`config.mk`:
```
export PLATFORM = sky130hd
export DESIGN_NAME = css_font_style_match_unit
export DESIGN_NICKNAME = d
export VERILOG_FILES = /design/src/design/cfsm_pkg.sv /design/src/design/cfsm_score.sv /design/src/design/cfsm_tracker.sv /design/src/design/css_font_style_match_unit.sv
export SDC_FILE = /design/constraint.sdc
export NUM_CORES = 1
export LEC_CHECK = 0
export BUFFER_PORTS_ARGS = -buffer_cell sky130_fd_sc_hd__buf_4
export CAP_MARGIN = 20
export CORE_MARGIN = 5
export CORE_UTILIZATION = 45
export CTS_CLUSTER_SIZE = 16
export DETAILED_ROUTE_END_ITERATION = 7
export GPL_ROUTABILITY_DRIVEN = 1
export SETUP_SLACK_MARGIN = 0.3
export SLEW_MARGIN = 10
export SYNTH_ARGS = -nofsm -noshare
export SYNTH_HDL_FRONTEND = slang
export SYNTH_SLANG_ARGS = --single-unit
```
`constraint.sdc`:
```
create_clock -name clk -period 7.28 [get_ports clk]
set_input_delay 1.092 -clock clk [delete_from_list [all_inputs] [get_ports clk]]
set_output_delay 1.092 -clock clk [all_outputs]
set_load 0.01 [all_outputs]
```
`src/design/cfsm_pkg.sv`:
```
package cfsm_pkg;

    localparam int WIDTH_W  = 4;
    localparam int SLANT_W  = 2;
    localparam int WEIGHT_W = 10;
    localparam int INDEX_W  = 6;
    localparam int SCORE_W  = 20;
    localparam int CFG_IDX_W = 2;
    localparam int CFG_DATA_W = 10;

    typedef enum logic [CFG_IDX_W-1:0] {
        CFG_TARGET_WIDTH  = 2'd0,
        CFG_TARGET_SLANT  = 2'd1,
        CFG_TARGET_WEIGHT = 2'd2
    } cfg_index_t;

    localparam logic [WIDTH_W-1:0]  NORMAL_WIDTH  = 4'd5;
    localparam logic signed [5:0]   WIDTH_BASE    = 6'sd10;
    localparam logic signed [11:0]  WEIGHT_TOP    = 12'sd1000;
    localparam logic [WEIGHT_W-1:0] WEIGHT_LIGHT  = 10'd400;
    localparam logic [WEIGHT_W-1:0] WEIGHT_MEDIUM = 10'd500;
    localparam logic [SLANT_W-1:0]  SLANT_OBLIQUE = 2'd2;

    localparam logic [WIDTH_W-1:0]  RESET_WIDTH  = 4'd5;
    localparam logic [SLANT_W-1:0]  RESET_SLANT  = 2'd0;
    localparam logic [WEIGHT_W-1:0] RESET_WEIGHT = 10'd400;

    // Rows are the target slant, columns the candidate slant.
    localparam logic [1:0] SLANT_TABLE [3][3] = '{
        '{2'd3, 2'd1, 2'd2},
        '{2'd1, 2'd3, 2'd2},
        '{2'd1, 2'd2, 2'd3}
    };

    typedef struct packed {
        logic [WIDTH_W-1:0]  cand_width;
        logic [SLANT_W-1:0]  cand_slant;
        logic [WEIGHT_W-1:0] cand_weight;
        logic                last_cand;
    } in_word_t;

    typedef struct packed {
        logic [INDEX_W-1:0] best_index;
        logic [SCORE_W-1:0] best_score;
    } out_word_t;

    typedef struct packed {
        logic [WIDTH_W-1:0]  width;
        logic [SLANT_W-1:0]  slant;
        logic [WEIGHT_W-1:0] weight;
    } target_t;

    typedef struct packed {
        logic step;
        logic last;
    } trk_ctrl_t;

    function automatic logic [1:0] clamp_slant(input logic [SLANT_W-1:0] s);
        return (s > SLANT_OBLIQUE) ? SLANT_OBLIQUE : s;
    endfunction

endpackage

```
`src/design/cfsm_score.sv`:
```
module cfsm_score (
    input  cfsm_pkg::target_t                    target,
    input  cfsm_pkg::in_word_t                   item,
    output logic [cfsm_pkg::SCORE_W-1:0]         score
);
    import cfsm_pkg::*;

    logic signed [5:0]  pw_s;
    logic signed [5:0]  cw_s;
    logic signed [5:0]  width_t;
    logic [WIDTH_W-1:0] width_term;
    logic signed [11:0] tw_s;
    logic signed [11:0] kw_s;
    logic signed [11:0] weight_t;
    logic [WEIGHT_W-1:0] weight_term;
    logic [1:0]         slant_term;

    assign pw_s = $signed({2'b00, target.width});
    assign cw_s = $signed({2'b00, item.cand_width});
    assign tw_s = $signed({2'b00, target.weight});
    assign kw_s = $signed({2'b00, item.cand_weight});

    always_comb
    begin
        if (target.width <= NORMAL_WIDTH)
        begin
            if (item.cand_width <= target.width)
                width_t = WIDTH_BASE - pw_s + cw_s;
            else
                width_t = WIDTH_BASE - cw_s;
        end
        else
        begin
            if (item.cand_width > target.width)
                width_t = WIDTH_BASE + pw_s - cw_s;
            else
                width_t = cw_s;
        end
        // A negative term saturates at zero; the rest fits four bits.
        width_term = (width_t < 0) ? '0 : width_t[WIDTH_W-1:0];
    end

    always_comb
    begin
        if (target.weight == item.cand_weight)
            weight_t = WEIGHT_TOP;
        else if (target.weight < WEIGHT_LIGHT)
        begin
            if (item.cand_weight <= target.weight)
                weight_t = WEIGHT_TOP - tw_s + kw_s;
            else
                weight_t = WEIGHT_TOP - kw_s;
        end
        else if (target.weight <= WEIGHT_MEDIUM)
        begin
            if (item.cand_weight >= target.weight && item.cand_weight <= WEIGHT_MEDIUM)
                weight_t = WEIGHT_TOP + tw_s - kw_s;
            else if (item.cand_weight <= target.weight)
                weight_t = $signed({2'b00, WEIGHT_MEDIUM}) + kw_s;
            else
                weight_t = WEIGHT_TOP - kw_s;
        end
        else
        begin
            if (item.cand_weight > target.weight)
                weight_t = WEIGHT_TOP + tw_s - kw_s;
            else
                weight_t = kw_s;
        end
        weight_term = (weight_t < 0) ? '0 : weight_t[WEIGHT_W-1:0];
    end

    assign slant_term = SLANT_TABLE[clamp_slant(target.slant)][clamp_slant(item.cand_slant)];

    // The weight term may carry into the slant bits, as plain addition does.
    assign score = {width_term, 16'd0} + {10'd0, slant_term, 8'd0}
                 + {{(SCORE_W-WEIGHT_W){1'b0}}, weight_term};

endmodule

```
`src/design/cfsm_tracker.sv`:
```
module cfsm_tracker #(
    parameter int MAX_STYLES = 64
) (
    input  logic                         clk,
    input  logic                         rst_n,
    input  cfsm_pkg::trk_ctrl_t          ctrl,
    input  logic [cfsm_pkg::SCORE_W-1:0] score,
    input  logic                         out_ready,
    output logic                         slot_free,
    output logic                         out_valid,
    output cfsm_pkg::out_word_t          out_data
);
    import cfsm_pkg::*;

    localparam int CNT_W = $clog2(MAX_STYLES + 1);
    localparam logic [CNT_W-1:0] CNT_MAX = CNT_W'(MAX_STYLES);

    logic [SCORE_W-1:0] top_score_reg, top_score_next;
    logic [INDEX_W-1:0] top_index_reg, top_index_next;
    logic [CNT_W-1:0]   cnt_reg, cnt_next;
    logic               out_valid_reg, out_valid_next;
    out_word_t          out_data_reg, out_data_next;
    logic               scored;

    assign slot_free = !out_valid_reg || out_ready;
    assign scored    = ctrl.step && (cnt_reg < CNT_MAX);

    always_comb
    begin
        top_score_next = top_score_reg;
        top_index_next = top_index_reg;
        cnt_next       = cnt_reg;
        out_valid_next = out_valid_reg && !out_ready;
        out_data_next  = out_data_reg;
        if (scored)
        begin
            // Only a strictly greater score wins, so the earliest maximum stays.
            if (score > top_score_reg)
            begin
                top_score_next = score;
                top_index_next = INDEX_W'(cnt_reg);
            end
            cnt_next = cnt_reg + 1'b1;
        end
        if (ctrl.step && ctrl.last)
        begin
            out_valid_next           = 1'b1;
            out_data_next.best_index = top_index_next;
            out_data_next.best_score = top_score_next;
            top_score_next           = '0;
            top_index_next           = '0;
            cnt_next                 = '0;
        end
    end

    always_ff @(posedge clk or negedge rst_n)
    begin
        if (!rst_n)
        begin
            top_score_reg <= '0;
            top_index_reg <= '0;
            cnt_reg       <= '0;
            out_valid_reg <= 1'b0;
        end
        else
        begin
            top_score_reg <= top_score_next;
            top_index_reg <= top_index_next;
            cnt_reg       <= cnt_next;
            out_valid_reg <= out_valid_next;
        end
    end

    always_ff @(posedge clk)
    begin
        out_data_reg <= out_data_next;
    end

    assign out_valid = out_valid_reg;
    assign out_data  = out_data_reg;

    a_cnt_bound: assert property (@(posedge clk) disable iff (!rst_n)
        cnt_reg <= CNT_MAX)
        else $error("candidate counter past its limit");

    a_last_clears: assert property (@(posedge clk) disable iff (!rst_n)
        ctrl.step && ctrl.last |=> cnt_reg == '0 && top_score_reg == '0 && out_valid_reg)
        else $error("set not closed after its last word");

    a_no_overrun: assert property (@(posedge clk) disable iff (!rst_n)
        ctrl.step && ctrl.last |-> slot_free)
        else $error("result overwritten while still pending");

    a_score_needs_cand: assert property (@(posedge clk) disable iff (!rst_n)
        top_score_reg != '0 |-> cnt_reg != '0)
        else $error("best score held with no candidate counted");

endmodule

```
`src/design/css_font_style_match_unit.sv`:
```
// Font style matcher: candidate styles of a set arrive one word per cycle on the
// input channel, are registered, scored against the configured target and folded
// into a running best as they leave that register. A word flagged last_cand yields
// one result word (index and score of the earliest highest-scoring candidate) in
// the result register, and the next set may start right behind it. Throughput is
// one candidate per cycle; the only stall comes from the single result register,
// when a last word meets a result not yet taken downstream. Candidates past
// MAX_STYLES in one set are counted out and not scored. Target registers must be
// written via cfg_we/cfg_index/cfg_data while the block is idle (not enforced).
module css_font_style_match_unit #(
    parameter int MAX_STYLES = 64
) (
    input  logic                            clk,
    input  logic                            rst_n,
    input  logic                            in_valid,
    output logic                            in_ready,
    input  cfsm_pkg::in_word_t              in_data,
    output logic                            out_valid,
    input  logic                            out_ready,
    output cfsm_pkg::out_word_t             out_data,
    input  logic                            cfg_we,
    input  logic [cfsm_pkg::CFG_IDX_W-1:0]  cfg_index,
    input  logic [cfsm_pkg::CFG_DATA_W-1:0] cfg_data
);
    import cfsm_pkg::*;

    target_t            target_reg;
    logic               s1_valid_reg, s1_valid_next;
    in_word_t           s1_data_reg;
    logic               slot_free;
    logic               advance;
    logic [SCORE_W-1:0] score;
    trk_ctrl_t          ctrl;

    always_ff @(posedge clk or negedge rst_n)
    begin
        if (!rst_n)
        begin
            target_reg.width  <= RESET_WIDTH;
            target_reg.slant  <= RESET_SLANT;
            target_reg.weight <= RESET_WEIGHT;
        end
        else if (cfg_we)
        begin
            case (cfg_index)
                CFG_TARGET_WIDTH:  target_reg.width  <= cfg_data[WIDTH_W-1:0];
                CFG_TARGET_SLANT:  target_reg.slant  <= cfg_data[SLANT_W-1:0];
                CFG_TARGET_WEIGHT: target_reg.weight <= cfg_data[WEIGHT_W-1:0];
                default: ;
            endcase
        end
    end

    // A held word moves on unless it closes a set and the result slot is full.
    assign advance       = s1_valid_reg && (!s1_data_reg.last_cand || slot_free);
    assign in_ready      = !s1_valid_reg || advance;
    assign s1_valid_next = in_valid || (s1_valid_reg && !advance);

    always_ff @(posedge clk or negedge rst_n)
    begin
        if (!rst_n)
            s1_valid_reg <= 1'b0;
        else
            s1_valid_reg <= s1_valid_next;
    end

    always_ff @(posedge clk)
    begin
        if (in_valid && in_ready)
            s1_data_reg <= in_data;
    end

    cfsm_score u_score (
        .target (target_reg),
        .item   (s1_data_reg),
        .score  (score)
    );

    assign ctrl = '{step: advance, last: s1_data_reg.last_cand};

    cfsm_tracker #(
        .MAX_STYLES (MAX_STYLES)
    ) u_tracker (
        .clk       (clk),
        .rst_n     (rst_n),
        .ctrl      (ctrl),
        .score     (score),
        .out_ready (out_ready),
        .slot_free (slot_free),
        .out_valid (out_valid),
        .out_data  (out_data)
    );

endmodule

```
Word-level counts from Yosys, hierarchy flattened
Cells that the tools add are included.
{"block": "totals", "register_bits": 94, "inputBits": 34, "out_inout_bits": 28, "elab_cells": 100}
{"block": "classes", "add_sub_neg": 14, "n_lt_le_gt_ge": 17, "n_eq_ne": 3, "n_mux": 29, "bitwise_logic": 2, "n_reduce_logical": 21}
{"cell": "12-bit two-way mux", "n": 7}
{"cell": "20-bit two-way mux", "n": 3}
{"cell": "6-bit two-way mux", "n": 8}
{"cell": "20-bit by 10-bit adder with 20-bit output", "n": 2}
{"cell": "10-bit by 10-bit subtractor with 11-bit output, first input constant", "n": 2}
{"cell": "20-bit greater-than comparator", "n": 1}
{"cell": "10-bit by 9-bit less-or-equal comparator with 1-bit output, second input constant", "n": 2}
{"cell": "7-bit two-way mux", "n": 2}
{"cell": "12-bit by 11-bit adder with 12-bit output", "n": 1}
{"cell": "6-bit binary-select mux with 2-bit select", "n": 1}
{"cell": "12-bit by 1-bit < comparator with 1-bit output, second input constant", "n": 1}
{"cell": "12-bit by 11-bit subtractor with 12-bit output", "n": 1}
{"cell": "10-bit by 10-bit adder with 11-bit output, first input constant", "n": 1}
{"cell": "9-bit by 10-bit adder with 11-bit output, first input constant", "n": 1}
{"cell": "10-bit == test", "n": 1}
{"cell": "10-bit greater-or-equal comparator", "n": 1}
{"cell": "10-bit greater-than comparator", "n": 1}
{"cell": "10-bit less-or-equal comparator", "n": 1}
{"cell": "10-bit by 9-bit < comparator with 1-bit output, second input constant", "n": 1}
{"cell": "10-bit two-way mux", "n": 1}
{"cell": "4-bit by 4-bit subtractor with 5-bit output, first input constant", "n": 2}
{"cell": "2-bit two-way mux", "n": 4}
{"cell": "7-bit by 1-bit adder with 7-bit output, second input constant", "n": 1}
{"cell": "1-bit logical AND", "n": 7}
{"cell": "21 further kinds", "n": 33}

Depth between registers and ports, before layout
Gate-level depths: netlist (run 1).
{"block": "logic_depth", "ltp_word": 15, "depth_mapped": 26}

By module
From an unflattened synthesis (run 1), not the netlist that was laid out.
{"block": "hier_totals", "cells_unflattened": 1008, "area_unflattened_um2": 9117.5}
{"module": "cfsm_tracker", "n_inst": 1, "cells_per_inst": 517, "area_each_um2": 4748.3, "seq_area_each_um2": 1631.6}
{"module": "cfsm_score", "n_inst": 1, "cells_per_inst": 432, "area_each_um2": 3133.0, "seq_area_each_um2": 0.0}
{"module": "css_font_style_match_unit", "n_inst": 1, "cells_per_inst": 59, "area_each_um2": 1236.2, "seq_area_each_um2": 942.2}

Worst setup path before layout (run 1)
No wires, ideal clock.
{"block": "synth_path", "path_type": "register -> register", "startpoint": "register target_reg[7] (netlist name)", "endpoint": "register u_tracker.out_data_reg (netlist bit u_tracker.out_data[6]), data pin", "setup_ps": 262, "arrival_ps": 5283, "slack_ps": 1736, "path_stages_with_launch": 23, "path_buffers": 3, "cell_sequence": "dfstp_2 clkbuf_1 inv_1 ha_1 and3_1 or3b_4 o21ai_4 o21ai_4 and4_4 o41a_1 and3_1 o311ai_2 fa_1 ha_1 nand3_1 nor4_1 mux2i_1 nand3_1 clkbuf_1 clkbuf_1 nor2_1 a22oi_1 nand2_1"}
{"block": "synth_between", "elab_chain_len": 12}
{"element": "from (decl)", "line_no": "css_font_style_match_unit.sv:27", "text": "target_t target_reg;"}
{"element": "10-bit by 10-bit adder with 11-bit output, or another cell as far along", "line_no": "cfsm_score.sv:57, cfsm_score.sv:66"}
{"element": "12-bit by 11-bit subtractor with 12-bit output, or another cell as far along", "line_no": "cfsm_score.sv:57, cfsm_score.sv:66"}
{"element": "12-bit two-way mux, on equally long branches", "line_no": "cfsm_score.sv:65, cfsm_score.sv:56"}
{"element": "12-bit two-way mux", "line_no": "cfsm_score.sv:54", "text": "else if (target.weight <= WEIGHT_MEDIUM)"}
{"element": "12-bit two-way mux", "line_no": "cfsm_score.sv:47", "text": "else if (target.weight < WEIGHT_LIGHT)"}
{"element": "12-bit two-way mux (*)", "line_no": "cfsm_score.sv:45", "text": "if (target.weight == item.cand_weight)"}
{"element": "12-bit by 1-bit < comparator with 1-bit output", "line_no": "cfsm_score.sv:70", "text": "weight_term = (weight_t < 0) ? '0 : weight_t[WEIGHT_W-1:0];"}
{"element": "10-bit two-way mux (*)", "line_no": "cfsm_score.sv:70"}
{"element": "20-bit by 10-bit adder with 20-bit output (*)", "line_no": "cfsm_score.sv:77", "text": "+ {{(SCORE_W-WEIGHT_W){1'b0}}, weight_term};"}
{"element": "20-bit greater-than comparator", "line_no": "cfsm_tracker.sv:38", "text": "if (score > top_score_reg)"}
{"element": "20-bit two-way mux (*)", "line_no": "cfsm_tracker.sv:38"}
{"element": "20-bit two-way mux (*)", "line_no": "cfsm_tracker.sv:35", "text": "if (scored)"}
{"element": "to (signal assigned)", "line_no": "cfsm_tracker.sv:76", "text": "out_data_reg <= out_data_next;"}
{"element": "to (decl)", "line_no": "cfsm_tracker.sv:22", "text": "out_word_t out_data_reg, out_data_next;"}
Mark *: on every way between the ends. The rest lies on a longest branch, timed or not.
A chain may end at the register's enable or synchronous reset.

Final worst setup path (run 1)
{"block": "layout_path", "startpoint": "register s1_data_reg[4] (netlist name)", "endpoint": "register u_tracker.out_data_reg (netlist bit u_tracker.out_data[17]), data pin"}
{"block": "layout_between", "elab_chain_len": 12}
{"element": "from (decl)", "line_no": "css_font_style_match_unit.sv:29", "text": "in_word_t s1_data_reg;"}
{"element": "from (signal assigned)", "line_no": "css_font_style_match_unit.sv:70", "text": "s1_data_reg <= in_data;"}
{"element": "10-bit by 10-bit subtractor with 11-bit output, or another cell as far along", "line_no": "cfsm_score.sv:52, cfsm_score.sv:61"}
{"element": "12-bit two-way mux / 1-bit logical AND (equally long branches)", "line_no": "cfsm_score.sv:58, cfsm_score.sv:56"}
{"element": "12-bit two-way mux", "line_no": "cfsm_score.sv:56", "text": "if (item.cand_weight >= target.weight && item.cand_weight <= WEIGHT_MEDIUM)"}
{"element": "12-bit two-way mux", "line_no": "cfsm_score.sv:54"}
{"element": "12-bit two-way mux", "line_no": "cfsm_score.sv:47"}
{"element": "12-bit two-way mux (*)", "line_no": "cfsm_score.sv:45"}
{"element": "12-bit by 1-bit < comparator with 1-bit output", "line_no": "cfsm_score.sv:70"}
{"element": "10-bit two-way mux (*)", "line_no": "cfsm_score.sv:70"}
{"element": "20-bit by 10-bit adder with 20-bit output (*)", "line_no": "cfsm_score.sv:77"}
{"element": "20-bit greater-than comparator", "line_no": "cfsm_tracker.sv:38"}
{"element": "20-bit two-way mux (*)", "line_no": "cfsm_tracker.sv:38"}
{"element": "20-bit two-way mux (*)", "line_no": "cfsm_tracker.sv:35"}
Marked as above.

==> summary.txt, run 1 <==
Run status
  • Outcome: complete, no violations

Die
  • Core Footprint: 15200 sq um
  • Die outline width: 134 um
  • Io pins: 62
  • Die Footprint: 18000 sq um
  • Height of the die: 134 um
  • Starting Density: 45.8%
  • Site Rows: 45

Logic synthesis
  • Yosys Warn Count: 0
  • Post-synth EDFFs: 43
  • Syn Nets: 813
  • Mapped Cells: 699
  • Leading cell type by number of instances after synthesis: ha_1
  • Largest family of logic cells by synthesized area: compound AO/OA/AOI/OAI gates
  • Synth Area in Adders: 14.9%
  • Post-Synth Simple-Gate Area: 15.5%
  • Syn_area_per_cell: 9.95 sq um
  • Synth top cells by count: ha_1, inv_1, dfrtp_1, a21oi_1, nor2_1
  • Mux contribution to synthesized area: 5.70%
  • Area share of xor/xnor cells in the synthesized design: 5.92%
  • Post-synthesis sequential area ratio: 37.0%
  • Share of the synthesized area in the top cell type: 18.6%
  • Seq cells post-synth: 94
  • Post-synth top area cell: edfxtp_1
  • Complex-gate fraction of the synthesized area: 16.7%
  • Mapped cell area: 6960 sq um
  • Dominant cells by area after synthesis: edfxtp_1, dfrtp_1, ha_1, xnor2_1, mux2_2
  • Ys flop type: dfrtp_1
  • Unique masters post-synth: 79
  • Async S/R FF share, synth: 54.3%

Critical path
  • Max stage delay on crit path: 0.57 ns
  • Flop-to-flop setup slack: 1.14 ns
  • Reg2Reg Capture Point: u_tracker.out_data[17]
  • CP Data Required Time: 7.38 ns
  • Critical path type: flop to flop
  • Crit path to: u_tracker.out_data[17]
  • R2R cell count: 19
  • R2r startpoint: s1_data_reg[4]
  • CP max stage cell: edfxtp_1
  • CP Data Arrival Time: 6.23 ns
  • Crit Path Max Fanout: 15
  • Worst path cell trace: inv_1 -> ha_1 -> nand2b_1 -> a21oi_1 -> o31a_4 -> nor3_4 -> o21ai_1 -> o41a_1 -> and3_1 -> o311ai_2 -> fa_1 -> ha_1 -> nand3_1 -> nor2_1 -> o21ai_0 -> nand4_1 -> nand3_1 -> inv_1 -> mux2_2
  • Critical path startpoint category: flop
  • CP Launch Point: s1_data_reg[4]
  • Kind of end point of the critical path: flop

GRT
  • First-pass GRT wire length: 28900 um
  • Busiest grt layer: met2
  • GRT met2 Usage: 32.3%
  • Met1 usage: 27.2%
  • Vias in the first global route: 5648
  • Initial antenna violation count: 0
  • Met3 usage: 4.16%
  • Pin count of the biggest net entering global routing: 52
  • Total congestion overflow: 0
  • Total track usage: 20.1%

Placed design
  • Gpl congestion: 0.988
  • Post-DP HPWL: 13400 um
  • Port Buffers: 61
  • DP Worst Slack: 1.17 ns

Timing
  • Endpoints failing setup: 0
  • Slew Limit Fails: 0
  • Slew headroom: 49.2%
  • Final Hold Vio Count: 0
  • Final worst-path cycle share: 84.3%
  • Unrepaired setup endpoints after global routing: no
  • Setup TNS: 0 ns
  • Worst setup margin: 1.14 ns
  • Fmax: 163 MHz
  • Tmin final: 6.14 ns
  • Actual slew at the worst max-slew pin: 0.752 ns
  • Layout Skew: 0.00766 ns

Final layout
  • Final Net Count: 874
  • Area grow syn2layout: 13.5%
  • Layout cells sized above 1: 17.9%
  • Filler instances: 1408
  • Max reg flops: 26
  • ANT cells: 0

CTS
  • CTS Hold Bufs: 0
  • Clock slew at reported path FFs: 0.07 ns
  • CTS tree: done
  • CTS root buffer: clkbuf_16
  • Clock Tree Buf Depth: 2
  • Post-cts sizing count: 0
  • Clk_lat worst skew: 0.35 ns
  • Post-CTS Setup Bufs: 0
  • Clock sinks: 94
  • Num CTS Buffers: 9
  • H-tree levels: 3

Power
  • Pwr dens: 316 nW/um^2
  • Sw Pwr: 0.00102 W
  • Reg power frac: 30.4%
  • Clock power frac: 18.3%
  • Logic pwr share: 51.3%
  • Design Power: 0.00249 W
  • VDD IR max: 0.207 mV
  • Sw Ratio: 41.0%
  • Internal: 0.00147 W
  • P_leak: 3.45 nW

Detailed routing
  • Initial detailed-routing violation count: 302
  • Final antenna-violating net count: 0
  • DR vias/cell: 5.74
  • Vias: 5472
  • DRC viols: 0
  • TritonRoute pass-1 iters: 5
  • Wirelength per Cell: 18.2 um
  • Routed wire length: 17300 um

Run
  • Max Cap Viol: 0

Hold path
  • Worst Hold Class: flop to flop
worst min-delay path by stage:
stage                          startpoint                         end  cells after the start
5_1_grt        u_tracker.top_score_reg[1]  u_tracker.top_score_reg[1]                      1
6_report       u_tracker.top_score_reg[1]  u_tracker.top_score_reg[1]                      1
3_3_place_gp         u_tracker.cnt_reg[6]        u_tracker.cnt_reg[6]                      2
3_5_place_dp   u_tracker.top_score_reg[1]  u_tracker.top_score_reg[1]                      1
4_1_cts        u_tracker.top_score_reg[1]  u_tracker.top_score_reg[1]                      1
2_1_floorplan        u_tracker.cnt_reg[6]        u_tracker.cnt_reg[6]                      2
kinds of logic (layout without fill, tap and decap cells):
group	after synthesis	count (layout)
DFF	94	94
and+or+nand+nor	204	204
AOI/OAI and AO/OA	163	163
xor gates and xnor gates	47	47
muxes	35	35
adders and majority gates	80	80
buffers and inverters	76	142
per-layer routing:
layer	routed length (um)	share of wire, %	vias to the layer above
met5	0	0	-
met4	374	2.2	0
met3	942	5.4	35
met2	7930	46	157
met1	8080	47	2612
li1	-	-	2668
power by group through the flow:
| stage | Sequential, W | Combinational [W] | Clock (W) |
|---|---|---|---|
| after global routing | 0.000772 | 0.00143 | 0.000490 |
| after floorplan | 0.000749 | 0.000947 | 0 |
| after detailed placement | 0.000768 | 0.00126 | 0 |
| final | 0.000757 | 0.00128 | 0.000456 |
| after global placement | 0.000766 | 0.00123 | 0 |
| after CTS | 0.000758 | 0.00127 | 0.000475 |
critical path, delay by kind of cell, from the launching register on:
family,cells,cell delay [ns]
buf+inv,2,0.72
fa+ha+maj,3,1.27
mux,1,0.40
flops,1,0.57
compound gates,6,1.56
simple gates,7,1.35
area by class of cell:
cell class	count	area [sq um]	area share, %
well taps	188	235	2.98
multi-input cells	529	4080	51.7
inverters	61	229	2.90
flip-flops and latches	94	2570	32.6
repair buffers	65	488	6.18
clock inverters	7	61.3	0.777
clock buffers	9	225	2.85
metrics by stage:
stage | hold WS, ns | instances | utilization (%) | instance area [sq um]
finish | 0.494 | 953 | 51.9 | 7890
global route | 0.505 | 953 | 51.9 | 7890
CTS | 0.500 | 953 | 51.9 | 7890
detailed placement | 0.484 | 937 | 50.0 | 7610
global placement | 0.475 | 937 | 50.0 | 7610
floorplan | 0.460 | 699 | - | 6960
cells in the final DEF, fill, tap and decap left out, types with 4 or more instances in the layout:
| master | n |
|---|---|
| ha_1 | 75 |
| buf_4 | 65 |
| inv_1 | 60 |
| dfrtp_1 | 46 |
| a21oi_1 | 45 |
| nor2_1 | 44 |
| edfxtp_1 | 43 |
| nand2_1 | 40 |
| xnor2_1 | 37 |
| mux2_2 | 27 |
| o21ai_0 | 26 |
| nor3_1 | 21 |
| and2_1 | 21 |
| nand3_1 | 19 |
| xor2_1 | 10 |
| o21a_1 | 10 |
| or3_1 | 10 |
| and3_1 | 10 |
| a211oi_1 | 9 |
| clkbuf_16 | 9 |
| nor2b_1 | 8 |
| a31oi_1 | 8 |
| o211ai_1 | 8 |
| a21o_1 | 7 |
| nand4_1 | 7 |
| mux2i_1 | 7 |
| nand2b_1 | 5 |
| fa_1 | 5 |
| dfstp_2 | 5 |
| a22oi_1 | 4 |
(Power assumes the default switching activity.)
==> run 2, diff against run 1 <==
==> constraint.sdc (replaced) <==
create_clock -name clk -period 6 [get_ports clk]
set_input_delay 0.9 -clock clk [delete_from_list [all_inputs] [get_ports clk]]
set_output_delay 0.9 -clock clk [all_outputs]
set_load 0.01 [all_outputs]
==> run 2 against run 1 <==
  * Hold slack better by 0.022 ns
  * Sequential share of layout area is 0.85 points lower
  * Die area stayed put
  * Cell count is 2.1% higher
  * Critical path depth is 1 higher
  * First-iteration DRC count is 30% higher
  * Design area is 2.7% higher
  * Combinational power is 28% higher
  * Utilization is 1.4 points higher
  * Clock power is 21% higher
  * Count of clock-buffer cells in the layout stayed put
  * Worst setup slack worse by 0.58 ns
  * Critical path type unchanged
==> summary.txt, run 2 (same netlist as run 1, synthesis figures left out) <==
Critical path
  • Critical path startpoint category: flop
  • CP Data Required Time: 6.09 ns (-1.29 ns)
  • Crit Path Max Fanout: 15 (unchanged)
  • Max stage delay on crit path: 0.62 ns (+0.05 ns)
  • Delay-heaviest family, CP: simple AND/OR/NAND/NOR gates
  • CP Data Arrival Time: 5.53 ns (-0.70 ns)
  • R2R cell count: 20 (+1)
  • R2r startpoint: target_reg[4]
  • Worst path cell trace: inv_1 -> ha_1 -> nand4b_4 -> or3b_4 -> o21ai_4 -> o21ai_4 -> and4_4 -> o41a_1 -> and3_1 -> o311ai_4 -> fa_1 -> ha_1 -> nand3_1 -> nor2_1 -> o21ai_0 -> nand4_1 -> nand3_2 -> inv_1 -> buf_6 -> mux2_2
  • Kind of end point of the critical path: flop
  • Flop-to-flop setup slack: 0.57 ns (-0.58 ns)
  • Critical path type: flop to flop
  • Reg2Reg Capture Point: u_tracker.out_data[17]
  • CP bufs+invs: 3 (+1)
  • CP max stage cell: dfstp_2

GRT
  • First-pass GRT wire length: 28200 um (-2.3%)
  • Vias in the first global route: 5451 (-3.5%)
  • Total track usage: 19.5% (-0.56 points)
  • Initial antenna violation count: 0 (unchanged)
  • Total congestion overflow: 0 (unchanged)
  • Pin count of the biggest net entering global routing: 52 (unchanged)

Hold path
  • HP Start: u_tracker.top_score_reg[1]
  • WHS Endpoint: u_tracker.top_score_reg[1]
  • Hold Crit Depth: 1 (unchanged)
  • Worst Hold Class: flop to flop

Power
  • Pwr dens: 384 nW/um^2 (+22%)
  • P_leak: 3.56 nW (+3.1%)
  • VDD IR max: 0.216 mV (+4.2%)
  • Design Power: 0.00311 W (+25%)

Detailed routing
  • Vias: 5603 (+2.4%)
  • Wirelength per Cell: 18.1 um (-0.23%)
  • DRC viols: 0 (unchanged)
  • Initial detailed-routing violation count: 392 (+30%)
  • DR vias/cell: 5.76 (+0.29%)
  • Routed wire length: 17700 um (+1.9%)
  • TritonRoute pass-1 iters: 5 (unchanged)
  • Final antenna-violating net count: 0 (unchanged)

Final layout
  • Max reg flops: 26 (unchanged)
  • Final Net Count: 894 (+2.3%)
  • Filler instances: 1365 (-3.1%)
  • Fin area: 8100 sq um (+2.7%)
  • Commonest non-fill, non-tap cells in the layout: buf_4, ha_1, inv_1
  • ANT cells: 0 (unchanged)
  • Area grow syn2layout: 16.5%
  • Most common cell after layout, fill and taps aside: buf_4
  • Register area: 2570 sq um (unchanged)
  • Layout cells sized above 1: 21.0% (+3.1 points)
  • Area occupied by multi-input gates: 4130 sq um (+1.1%)
  • Final non-filler cell total: 973 (+2.1%)

Die
  • Core Footprint: 15200 sq um (unchanged)
  • Io pins: 62 (unchanged)
  • Die outline width: 134 um (unchanged)
  • Starting Density: 45.8% (unchanged)
  • Height of the die: 134 um (unchanged)
  • Die Footprint: 18000 sq um (unchanged)
  • Site Rows: 45 (unchanged)

Placed design
  • Post-DP HPWL: 13600 um (+1.8%)
  • Port Buffers: 61 (unchanged)
  • Post-Place Cells: 951 (+1.5%)
  • Gpl congestion: 0.979 (-0.92%)
  • Placed Area: 7720 sq um (+1.5%)
  • DP Worst Slack: 0.131 ns (-1.04 ns)

Timing
  • Final worst-path cycle share: 90.5% (+6.3 points)
  • Layout Skew: 0.00968 ns (+0.00202 ns)
  • Unrepaired setup endpoints after global routing: yes
  • Actual slew at the worst max-slew pin: 0.794 ns (+0.0414 ns)
  • Slew Limit Fails: 0 (unchanged)
  • Worst setup margin: 0.567 ns (-0.577 ns)
  • Fmax: 184 MHz (+13%)
  • Endpoints failing setup: 0 (unchanged)
  • Final Hold Vio Count: 0 (unchanged)
  • Setup TNS: 0 ns (unchanged)
  • Tmin final: 5.43 ns (-0.703 ns)
  • Slew headroom: 46.4% (-2.8 points)

CTS
  • Clock slew at reported path FFs: 0.07 ns (about the same)
  • Num CTS Buffers: 9 (unchanged)
  • Clock Tree Buf Depth: 2 (unchanged)
  • Clock sinks: 94 (unchanged)
  • CTS Hold Bufs: 0 (unchanged)
  • CTS tree: done
  • Clk_lat worst skew: 0.34 ns (about the same)
  • H-tree levels: 3 (unchanged)
  • CTS root buffer: clkbuf_16

Run status
  • Outcome: complete, no violations

Run
  • Max Cap Viol: 0 (unchanged)
-- run 2: cell types whose count changed in the layout (fill, tap and decap cells not counted), sizes merged --
cell  delta
buf     +20
-- run 2: power by group --
| part | switching [W] | internal [W] | total, W |
|---|---|---|---|
| Combinational | 0.000913 | 0.000732 | 0.00164 |
| Clock | 0.000262 | 0.000290 | 0.000552 |
| Sequential | 0.0000926 | 0.000820 | 0.000913 |
| Total | 0.00127 | 0.00184 | 0.00311 |
-- run 2: cell type report --
type / instances / area share (%)
multi-input combinational: 529 / 50.9
sequential: 94 / 31.8
timing repair buffer: 85 / 8.07
tap: 188 / 2.90
inverter: 61 / 2.83
clock buffer: 9 / 2.78
clock inverter: 7 / 0.757
-- run 2: how the worst max path moves through the flow --
| stage | cells after the start | end | startpoint |
|---|---|---|---|
| 2_1_floorplan | 22 | u_tracker.out_data[6] | target_reg[7] |
| 3_3_place_gp | 20 | u_tracker.out_data[17] | target_reg[3] |
| 3_5_place_dp | 20 | u_tracker.top_score_reg[4] | target_reg[3] |
| 4_1_cts | 20 | u_tracker.top_score_reg[4] | target_reg[3] |
| 5_1_grt | 20 | u_tracker.out_data[6] | target_reg[8] |
| 6_report | 20 | u_tracker.out_data[17] | target_reg[4] |
-- run 2: what timing repair did --
action                                  in CTS  in global routing
buffers inserted                             1                  5
endpoints found under the setup margin      37                 40
hold endpoints to repair                     0                  0
gates resized for setup                      1                 10
pin swaps                                    1                  2
cloned                                       0                  0
-- run 2: worst reg2reg max path, cell delays in order (launching register included) --
cell and delay (ns):
dfstp_2 0.62, inv_1 0.15, ha_1 0.36, nand4b_4 0.13, or3b_4 0.41, o21ai_4 0.28, o21ai_4 0.17, and4_4 0.22
o41a_1 0.30, and3_1 0.22, o311ai_4 0.31, fa_1 0.46, ha_1 0.31, nand3_1 0.11, nor2_1 0.11, o21ai_0 0.09
nand4_1 0.11, nand3_2 0.15, inv_1 0.13, buf_6 0.17, mux2_2 0.36
-- run 2: metal layers --
layer	vias to the layer above	routed length [um]	GRT usage, %
met5	-	0	0
met4	0	251	4.52
met3	22	1020	3.11
met2	200	8100	31.4
met1	2680	8280	27.8
li1	2701	-	-
-- run 2: metrics by stage --
step / hold slack, ns / utilization (%)
after detailed placement: 0.494 / 50.8
after global routing: 0.530 / 53.3
after floorplan: 0.460 / -
after CTS: 0.511 / 52.8
final: 0.516 / 53.3
after global placement: 0.478 / 50.8
